`config.mk`:
```
export PLATFORM = sky130hd
export DESIGN_NAME = bounded_circular_deque_top
export DESIGN_NICKNAME = d
export VERILOG_FILES = /design/src/rtl/core/bcd_pkg.sv /design/src/rtl/core/bcd_ram.sv /design/src/rtl/core/bounded_circular_deque_top.sv
export SDC_FILE = /design/constraint.sdc
export NUM_CORES = 1
export LEC_CHECK = 0
export ABC_AREA = 1
export BUFFER_PORTS_ARGS = -buffer_cell sky130_fd_sc_hd__buf_2
export CAP_MARGIN = 20
export CORE_MARGIN = 3
export CORE_UTILIZATION = 40
export DETAILED_ROUTE_END_ITERATION = 10
export GPL_TIMING_DRIVEN = 0
export HOLD_SLACK_MARGIN = 0.03
export PLACE_DENSITY_LB_ADDON = 0.05
export SLEW_MARGIN = 25
export SYNTH_ARGS = -nofsm -noshare
export SYNTH_HDL_FRONTEND = slang
export SYNTH_SLANG_ARGS = --single-unit
```
`constraint.sdc`:
```
create_clock -name clk -period 8.5 [get_ports clk]
set_input_delay 0 -clock clk [delete_from_list [all_inputs] [get_ports clk]]
set_output_delay 0 -clock clk [all_outputs]
set_load 0.03 [all_outputs]
```
`src/rtl/core/bcd_pkg.sv`:
```
// shared types and constants for the bounded circular deque
`default_nettype none

package bcd_pkg;

  // default storage geometry
  localparam int DEPTH_DEF      = 16;
  localparam int DATA_WIDTH_DEF = 32;

  // fixed field widths at the ports
  localparam int CAP_W   = 5;
  localparam int REQ_W   = 3;
  localparam int FIELD_W = 32;

  localparam logic [CAP_W-1:0] CAP_RESET = CAP_W'(16);

  // request codes
  localparam logic [REQ_W-1:0] REQ_PUSH_FRONT = REQ_W'(0);
  localparam logic [REQ_W-1:0] REQ_PUSH_BACK  = REQ_W'(1);
  localparam logic [REQ_W-1:0] REQ_POP_FRONT  = REQ_W'(2);
  localparam logic [REQ_W-1:0] REQ_POP_BACK   = REQ_W'(3);
  localparam logic [REQ_W-1:0] REQ_QUERY      = REQ_W'(4);

  typedef enum logic [0:0] {
    ST_IDLE,
    ST_LOAD
  } state_t;

endpackage

`default_nettype wire

```
`src/rtl/core/bcd_ram.sv`:
```
// generic single-write, single-read ram with registered read data
`default_nettype none

module bcd_ram #(
  parameter  int WIDTH  = 32,
  parameter  int DEPTH  = 16,
  localparam int ADDR_W = (DEPTH > 1) ? $clog2(DEPTH) : 1
) (
  input  wire logic              clk,
  input  wire logic              wr_en,
  input  wire logic [ADDR_W-1:0] wr_addr,
  input  wire logic [WIDTH-1:0]  wr_data,
  input  wire logic              rd_en,
  input  wire logic [ADDR_W-1:0] rd_addr,
  output logic      [WIDTH-1:0]  rd_data
);

  logic [WIDTH-1:0] mem [DEPTH];

  always_ff @(posedge clk) begin
    if (wr_en) begin
      mem[wr_addr] <= wr_data;
    end
    if (rd_en) begin
      rd_data <= mem[rd_addr];
    end
  end

endmodule

`default_nettype wire

```
`src/rtl/core/bounded_circular_deque_top.sv`:
```
// bounded circular deque: ring of slots in ram with head, tail and count registers
// result path: a request beat starts the ram read of the front and rear slots after
//   the index update and moves the fsm to ST_LOAD, which loads the result register
// a new request is not taken in ST_LOAD or while a valid result is stalled, so the
//   deque does not take a request before the last one reaches the result register
// reset (rst, synchronous): deque empty, head and tail at slot zero, capacity 16;
//   slot contents are not cleared and are never read before being written
`default_nettype none

module bounded_circular_deque_top #(
  parameter int DEPTH      = bcd_pkg::DEPTH_DEF,
  parameter int DATA_WIDTH = bcd_pkg::DATA_WIDTH_DEF
) (
  input  wire logic                              clk,
  input  wire logic                              rst,
  // configuration
  input  wire logic                              cfg_wr_en,
  input  wire logic        [bcd_pkg::CAP_W-1:0]   cfg_wr_data,
  // request channel
  input  wire logic                              in_valid,
  output logic                                   in_stall,
  input  wire logic        [bcd_pkg::REQ_W-1:0]   req_type,
  input  wire logic signed [bcd_pkg::FIELD_W-1:0] data_value,
  // result channel
  output logic                                   out_valid,
  input  wire logic                              out_stall,
  output logic                                   accepted,
  output logic signed      [bcd_pkg::FIELD_W-1:0] front_value,
  output logic signed      [bcd_pkg::FIELD_W-1:0] rear_value,
  output logic                                   is_empty,
  output logic                                   is_full,
  output logic             [bcd_pkg::CAP_W-1:0]   entry_total
);

  import bcd_pkg::*;

  // slot index width and a wider scratch width for wrap compares
  localparam int IW      = (DEPTH > 1) ? $clog2(DEPTH) : 1;
  localparam int XW      = ((IW > CAP_W) ? IW : CAP_W) + 1;
  // capacity in use saturates at the store depth (and at the register range)
  localparam int CAP_LIM = (DEPTH < 31) ? DEPTH : 31;
  localparam logic [CAP_W-1:0] CAP_MAX = CAP_W'(CAP_LIM);

  function automatic logic [IW-1:0] ring_next(input logic [IW-1:0] idx,
                                              input logic [CAP_W-1:0] cap);
    logic [XW-1:0] inc;
    inc = XW'(idx) + XW'(1);
    return (inc >= XW'(cap)) ? '0 : inc[IW-1:0];
  endfunction

  function automatic logic [IW-1:0] ring_prev(input logic [IW-1:0] idx,
                                              input logic [CAP_W-1:0] cap);
    logic [XW-1:0] dec;
    dec = (idx == '0) ? (XW'(cap) - XW'(1)) : (XW'(idx) - XW'(1));
    return dec[IW-1:0];
  endfunction

  // ring state
  logic [IW-1:0]    head;
  logic [IW-1:0]    tail;
  logic [CAP_W-1:0] count;
  logic [CAP_W-1:0] capacity;
  state_t           state;
  state_t           state_next;

  // values computed for the request at the input
  logic [IW-1:0]         head_next;
  logic [IW-1:0]         tail_next;
  logic [CAP_W-1:0]      count_next;
  logic [CAP_W-1:0]      cap_use;
  logic                  ok;
  logic                  wr_req;
  logic [IW-1:0]         wr_addr;
  logic [DATA_WIDTH-1:0] wr_data;
  logic [IW-1:0]         rd_front_addr;
  logic [IW-1:0]         rd_rear_addr;
  logic                  in_beat;
  logic                  load_en;

  // held across the ram read cycle
  logic                  ok_q;
  logic                  fwd_front;
  logic                  fwd_rear;
  logic [DATA_WIDTH-1:0] wr_data_q;
  logic [DATA_WIDTH-1:0] rd_front_data;
  logic [DATA_WIDTH-1:0] rd_rear_data;
  logic [DATA_WIDTH-1:0] front_sel;
  logic [DATA_WIDTH-1:0] rear_sel;

  assign cap_use = (capacity > CAP_MAX) ? CAP_MAX : capacity;
  assign in_beat = in_valid && !in_stall;
  // sign-extend or truncate the request value to the slot width
  assign wr_data = DATA_WIDTH'(data_value);

  // request decode: index updates, slot write and acceptance
  always_comb begin
    head_next  = head;
    tail_next  = tail;
    count_next = count;
    wr_req     = 1'b0;
    wr_addr    = tail;
    ok         = 1'b1;
    unique case (req_type)
      REQ_PUSH_FRONT: begin
        if (count < cap_use) begin
          head_next  = ring_prev(head, cap_use);
          wr_addr    = head_next;
          wr_req     = 1'b1;
          count_next = count + CAP_W'(1);
        end else begin
          ok = 1'b0;
        end
      end
      REQ_PUSH_BACK: begin
        if (count < cap_use) begin
          wr_addr    = tail;
          wr_req     = 1'b1;
          tail_next  = ring_next(tail, cap_use);
          count_next = count + CAP_W'(1);
        end else begin
          ok = 1'b0;
        end
      end
      REQ_POP_FRONT: begin
        if (count != '0 && cap_use != '0) begin
          head_next  = ring_next(head, cap_use);
          count_next = count - CAP_W'(1);
        end else begin
          ok = 1'b0;
        end
      end
      REQ_POP_BACK: begin
        if (count != '0 && cap_use != '0) begin
          tail_next  = ring_prev(tail, cap_use);
          count_next = count - CAP_W'(1);
        end else begin
          ok = 1'b0;
        end
      end
      default: begin
        // query and unused codes leave the ring alone
        ok = 1'b1;
      end
    endcase
    // front and rear slots after the update
    rd_front_addr = head_next;
    rd_rear_addr  = ring_prev(tail_next, cap_use);
  end

  // two copies of the slot store, one read port each for front and rear
  bcd_ram #(
    .WIDTH (DATA_WIDTH),
    .DEPTH (DEPTH)
  ) u_front_ram (
    .clk     (clk),
    .wr_en   (in_beat && wr_req),
    .wr_addr (wr_addr),
    .wr_data (wr_data),
    .rd_en   (in_beat),
    .rd_addr (rd_front_addr),
    .rd_data (rd_front_data)
  );

  bcd_ram #(
    .WIDTH (DATA_WIDTH),
    .DEPTH (DEPTH)
  ) u_rear_ram (
    .clk     (clk),
    .wr_en   (in_beat && wr_req),
    .wr_addr (wr_addr),
    .wr_data (wr_data),
    .rd_en   (in_beat),
    .rd_addr (rd_rear_addr),
    .rd_data (rd_rear_data)
  );

  // next state
  always_comb begin
    unique case (state)
      ST_IDLE: state_next = in_beat ? ST_LOAD : ST_IDLE;
      ST_LOAD: state_next = ST_IDLE;
      default: state_next = ST_IDLE;
    endcase
  end

  // fsm outputs: take a request only when idle and the result register can free up
  always_comb begin
    unique case (state)
      ST_IDLE: begin
        in_stall = out_valid && out_stall;
        load_en  = 1'b0;
      end
      ST_LOAD: begin
        in_stall = 1'b1;
        load_en  = 1'b1;
      end
      default: begin
        in_stall = 1'b1;
        load_en  = 1'b0;
      end
    endcase
  end

  // control registers
  always_ff @(posedge clk) begin
    if (rst) begin
      head     <= '0;
      tail     <= '0;
      count    <= '0;
      capacity <= CAP_RESET;
      state    <= ST_IDLE;
    end else begin
      state <= state_next;
      if (cfg_wr_en) begin
        // new capacity rebuilds the ring empty
        capacity <= cfg_wr_data;
        head     <= '0;
        tail     <= '0;
        count    <= '0;
      end else if (in_beat) begin
        head  <= head_next;
        tail  <= tail_next;
        count <= count_next;
      end
    end
  end

  // bypass: a slot written on the same edge it is read returns the new value
  always_ff @(posedge clk) begin
    if (in_beat) begin
      ok_q      <= ok;
      wr_data_q <= wr_data;
      fwd_front <= wr_req && (wr_addr == rd_front_addr);
      fwd_rear  <= wr_req && (wr_addr == rd_rear_addr);
    end
  end

  assign front_sel = fwd_front ? wr_data_q : rd_front_data;
  assign rear_sel  = fwd_rear  ? wr_data_q : rd_rear_data;

  // result register
  always_ff @(posedge clk) begin
    if (rst) begin
      out_valid <= 1'b0;
    end else if (load_en) begin
      out_valid <= 1'b1;
    end else if (!out_stall) begin
      out_valid <= 1'b0;
    end
  end

  always_ff @(posedge clk) begin
    if (load_en) begin
      accepted    <= ok_q;
      is_empty    <= (count == '0);
      is_full     <= (count == cap_use);
      entry_total <= count;
      // empty deque reports all ones on both ends
      front_value <= (count == '0) ? '1 : FIELD_W'(front_sel);
      rear_value  <= (count == '0) ? '1 : FIELD_W'(rear_sel);
    end
  end

  // the ring never holds more entries than the capacity in use
  a_count_bound: assert property (@(posedge clk) disable iff (rst)
    count <= cap_use)
    else $error("entry count above capacity in use");

  // a result only appears after the ram read cycle
  a_valid_from_load: assert property (@(posedge clk) disable iff (rst)
    $rose(out_valid) |-> $past(state == ST_LOAD))
    else $error("result valid without a preceding load cycle");

  // empty results carry all ones on both ends
  a_empty_values: assert property (@(posedge clk) disable iff (rst)
    (out_valid && is_empty) |-> (front_value == '1 && rear_value == '1 && entry_total == '0))
    else $error("empty result with stale end values");

  // a refused push only happens on a full deque
  a_refuse_full: assert property (@(posedge clk) disable iff (rst)
    (in_beat && !cfg_wr_en && !ok &&
     (req_type == REQ_PUSH_FRONT || req_type == REQ_PUSH_BACK)) |-> (count == cap_use))
    else $error("push refused while space remains");

endmodule

`default_nettype wire
```
Word-level counts from Yosys, hierarchy flattened --
Memories as Yosys holds them, arrays and structs flattened. A register that Yosys moved wholly into a read port is not among the register bits. Cells that the tools add are included.
Word-level totals: input bits 45, memories kept 2, bits in registers 127, word-level logic and storage cells 90, bits in writable memories 1024
Memory list:
- u_front_ram.mem | depth 16, width 32, read ports 1, clocked after memory_dff 1, write ports 1, RTL line bcd_ram.sv:18 | logic [WIDTH-1:0] mem [DEPTH];
- u_rear_ram.mem | depth 16, width 32, read ports 1, clocked after memory_dff 1, write ports 1, RTL line bcd_ram.sv:18
Cells by class: bitwise gates (word level) 1, $add $sub $neg 8, magnitude comparators 4, eq/ne operators 9, reductions and logical operators 19, multiplexer cells 31
Operators with widths (number):
- $mux 32 | 2
- $mux 4 | 11
- $pmux 4 s2 | 2
- $sub 4x1->4 const B | 4
- $mux 5 | 3
- $logic_not 4->1 | 3
- $add 4x1->5 const B | 2
- $ge 5x5->1 | 2
- $pmux 5 s2 | 1
- $reduce_bool 5->1 | 2
- $eq 4x4->1 | 2
- $mux 1 | 8
- $pmux 1 s2 | 4
- $eq 3x2->1 const B | 2
- $logic_and 1x1->1 | 6
- $ne 2x1->1 const B | 3
- $reduce_or 2->1 | 3
- $add 5x1->5 const B | 1
- $eq 5x5->1 | 1
- $gt 5x5->1 const B | 1
- $logic_not 5->1 | 1
- $lt 5x5->1 | 1
- $sub 5x1->5 const B | 1
- $reduce_and 4->1 | 1
- 5 further kinds | 5

Longest topological paths before layout --
depth after elaboration 10, depth in mapped cells 28

By module --
Synthesis repeated with hierarchy kept, for this count alone.
Unflattened totals: cell total of the unflattened synthesis 4942, area, all modules 52517.9 µm²
Modules (own cells, without submodules):
- bcd_ram at u_front_ram | seq. area each 16335.7 µm², cells an instance 2120, instances 1, area each 23058.4 µm²
- bcd_ram at u_rear_ram | seq. area each 16335.7 µm², cells an instance 2120, instances 1, area each 23050.9 µm²
- bounded_circular_deque_top | seq. area each 3613.5 µm², cells an instance 702, instances 1, area each 6408.6 µm²

Worst setup path before layout --
No wires, ideal clock.
path kind reg2reg, start reg state, end reg head[1], buffers on the path 1, setup time 112 ps, path slack 3195 ps, arrival 5193 ps, period minus slack after synthesis 5305 ps, cell stages (with the launch flop) 7, data required time 8388 ps, cell sequence dfxtp_1 > a21oi_1 > nand2_1 > inv_1 > clkbuf_1 > o21ai_0 > a21oi_1
On the way: longest elaborated chain between the ends 4
Ends and longest elaborated chain:
- start, declared | RTL line bounded_circular_deque_top.sv:63 | state_t state;
- start signal, assigned | RTL line bounded_circular_deque_top.sv:213 | state <= state_next;
- $not 1->1 | RTL line bounded_circular_deque_top.sv:188 | unique case (state)
- $pmux 1 s2 * | RTL line bounded_circular_deque_top.sv:188
- $logic_not 1->1 * | RTL line bounded_circular_deque_top.sv:91 | assign in_beat = in_valid && !in_stall;
- $logic_and 1x1->1 * | RTL line bounded_circular_deque_top.sv:91
- named net in_beat | RTL line bounded_circular_deque_top.sv:77 | logic in_beat;
- end signal, assigned | RTL line bounded_circular_deque_top.sv:221 | head <= head_next;
- end, declared | RTL line bounded_circular_deque_top.sv:59 | logic [IW-1:0] head;
The timed path passes the listed nets; every way through them passes the cells marked *. A chain may end at the register's enable or synchronous reset.

Worst setup path in the final report --
start reg capacity[4], end reg u_rear_ram.rd_data[9] (read register of u_rear_ram.mem), data pin
On the way: longest elaborated chain between the ends 8, elaborated cells on any way between the ends 15
Ends and longest elaborated chain:
- start, declared | RTL line bounded_circular_deque_top.sv:62 | logic [CAP_W-1:0] capacity;
- start signal, assigned | RTL line bounded_circular_deque_top.sv:216 | capacity <= cfg_wr_data;
- $gt 5x5->1 | RTL line bounded_circular_deque_top.sv:90 | assign cap_use = (capacity > CAP_MAX) ? CAP_MAX : capacity;
- $mux 5 * | RTL line bounded_circular_deque_top.sv:90
- $sub 4x1->4, or another cell as far along | RTL line bounded_circular_deque_top.sv:54 | dec = (idx == '0) ? (XW'(cap) - XW'(1)) : (XW'(idx) - XW'(1));
- $mux 4, or another cell as far along | RTL line bounded_circular_deque_top.sv:54
- $mux 4, on equally long branches | RTL line bounded_circular_deque_top.sv:133, bounded_circular_deque_top.sv:115
- $pmux 4 s2 | RTL line bounded_circular_deque_top.sv:103 | unique case (req_type)
- $sub 4x1->4 or $logic_not 4->1 (tied branches) | RTL line bounded_circular_deque_top.sv:54
- $mux 4 * | RTL line bounded_circular_deque_top.sv:54
- end, declared | RTL line bcd_ram.sv:15 | output logic [WIDTH-1:0] rd_data
Every way passes the cells marked *; elsewhere a longest branch is shown, timed or not.

==> results.ini <==
[status]
status = complete, no violations

[global_routing]
groute.usage.overall_pct = 30.6
grt_pass1_vias = 29100
antenna_found_initial = 17
grt_pass1_wl_um = 207000
grt_start_max_net_pins = 49
grt.overflow.total = 0

[routing]
vias_per_cell = 5.63
ant_nets = 0
drcViolationCount = 0
totalWireLength_um = 146000
drtIter0Drc = 4623
num_vias = 31300
drt-wirelength-per-cell_um = 26.2
drt_first_pass_iters = 5

[critical_path]
critical_path_class = reg -> reg
crit_slowest_cell = clkbuf_1
endpoint_kind = flip-flop
cp-start-kind = flip-flop
crit_arrival_ps = 5600
r2r_slack_ps = 3270
cp_max_fo = 10
crit_path_max_incr_delay_ps = 780
required_ps = 8870
cp_cell_sequence = nor2_1, inv_1, ha_1, nand3_2, nand2_2, inv_2, nor2_1, nor3_1, nor2_1, nand2_1, nand2_2, ha_1, inv_1, nor2_4, nand3_2, clkbuf_1, nand3b_1, nand3_1, nand3_1, nand3_1, nand2_1

[place]
gp_routability_congestion = 0.907
place_hpwl_um = 102000
placed_cells = 5354
io_buffers = 118
dp_slack_ps = 3520

[synth]
synth-edff-count = 683
yosysUniqueCellTypes = 38
syn_nets = 4110
ys_ff_latch = 703
synth_flop_cell = edfxtp_1
synth_area_sq_mm = 0.0361
yosys_warnings = 0
synth.yosys.seq_area_share_pct = 57.9
synth_area_per_cell_sq_um = 8.94
async_flop_share_pct = 0
synth_cells = 4042

[die]
die_height_um = 307
io_pins = 119
coreArea_sq_mm = 0.0889
rows = 109
initial_core_util_pct = 40.6
dieArea_sq_mm = 0.0940
die_width_um = 307

[pwr]
clkPwrFrac_pct = 36.2
switchingPower_mw = 3.11
peakVddDrop_v = 0.000176
switching_share_pct = 32.6
p_per_area_mw_per_mm2 = 227
seqPwrFrac_pct = 41.6
leakagePower_nw = 17.4
power.internal_mw = 6.45
power_mw = 9.56
p_comb_share_pct = 22.2

[sta]
fin_ws_ps = 3270
slew-limit-headroom_pct = 24.5
final.min_clock_period_ps = 5230
rsz0062_at_grt = false
hold_viol = 0
fmax_mhz = 191
maxSlewViolCount = 0
worstMarginPinSlew_ps = 1130
fin_skew_ps = 31.7
finalCritPeriodShare_pct = 61.5
setup_viol = 0
fin_tns_setup_ps = 0

[layout]
nets = 4396
drive_gt1_share_pct = 10.5
final_cell_count_no_fill = 5558
fill_cells = 8528
area_growth_syn_to_layout_pct = 16.6

[hold_path]
min_path_type = in -> reg

[cts]
post_cts_resized = 0
htreeDepth = 3
post_cts_buffers = 0
cts.sinks = 703
clk_pin_slew_ps = 60
cts_buffers = 82
clock-root-buffer = clkbuf_16
cts_tree = built
clk_latency_ps = 650
clockBufferDepth = 3

[flow_run]
cap_violations = 0

[stage by stage]
step / util (%) / hold slack (ps) / area (sq um)
floorplan: - / 72.4 / 36100
global placement: 42.9 / 221 / 38200
detailed placement: 43.9 / 221 / 39000
CTS: 47.4 / 45.4 / 42100
global route: 47.4 / 136 / 42100
finish: 47.4 / 88.3 / 42100
[per-layer routing]
metal	vias to the layer above	routed length, um	GRT usage [%]
met2	1831	63000	46.1
met4	4	5120	10.1
met3	300	17200	7.78
li1	14200	-	-
met5	-	27	0
met1	15000	60600	43.1
[worst paths after layout]
path               start                     to  depth (start not counted)
max          capacity[4]  u_rear_ram.rd_data[9]                         21
min          req_type[0]                tail[0]                          7
max reg2reg  capacity[4]  u_rear_ram.rd_data[9]                         21
min reg2reg         ok_q               accepted                          0
[placed cells by master (no fill, tap or decap), types with 31 or more instances in the layout]
cell type and count:
a21oi_1 34, nand3b_1 68, o21ai_1 31, clkbuf_1 125
edfxtp_1 683, inv_1 508, dlygate4sd3_1 55, o21ai_0 37
clkbuf_16 84, buf_2 239, nand3_1 1209, nand2_1 1011
nor2_1 40
[power by group through the flow]
stage | Sequential (mW) | Clock (mW) | Combinational (mW)
floorplan | 4.08 | 0 | 1.08
global placement | 4.06 | 0 | 2.00
detailed placement | 4.05 | 0 | 2.03
CTS | 3.97 | 3.50 | 2.05
global route | 3.98 | 3.63 | 2.23
finish | 3.97 | 3.46 | 2.12
[final cells by class]
cell class                      instances  area, sq um  share of cell area, %
Multi-Input combinational cell       2548        12100                   28.7
Clock inverter                         39          329                  0.781
Inverter                              521         1960                   4.64
Buffer                                270         1310                   3.11
Timing Repair Buffer                  202         1830                   4.34
Clock buffer                          108         2220                   5.28
Antenna cell                            2         5.00                 0.0119
Tap cell                             1165         1460                   3.46
Sequential cell                       703        20900                   49.7
[sequential cells by signal (all words and copies together) (netlist names), 4 cells and up]
name,cells
count,5
front_value,32
head,4
u_rear_ram.rd_data,32
capacity,5
tail,4
rear_value,32
u_rear_ram.mem,480
entry_total,5
u_front_ram.mem,32
wr_data_q,32
u_front_ram.rd_data,32
[cell usage after synthesis (all sizes together), types with 5 or more instances]
cell type / number / area [sq um]
a21oi: 36 / 195
nand4: 5 / 31.3
or2: 28 / 175
nand3b: 68 / 510
ha: 22 / 275
clkbuf: 107 / 402
o21ai: 71 / 367
inv: 518 / 1940
xor2: 13 / 114
nor2: 60 / 245
dfxtp: 20 / 400
buf: 163 / 902
nand3: 1212 / 6080
nand2: 1020 / 3860
edfxtp: 683 / 20500
[logic make-up after synthesis]
logic type	synth area share [%]
and+or+nand+nor	30.2
buffers and inverters	9.02
DFF	57.9
AOI/OAI and AO/OA	1.75
adders and majority gates	0.817
xor gates and xnor gates	0.339
[worst max-delay path: cells and delay by family, from the launching register on]
kind / cells / cell delay, ps
adder cells (fa/ha/maj): 2 / 500
buffers and inverters: 4 / 1320
flip-flops: 1 / 350
AND/OR/NAND/NOR: 15 / 2760
[repair_timing]
| item | 4_1_cts | 5_1_grt |
|---|---|---|
| setup endpoints to repair | 0 | 0 |
| hold buffers | 55 | 0 |
| endpoints found under the hold margin | 565 | 0 |
Note: power is estimated with default switching activity, not from simulation.
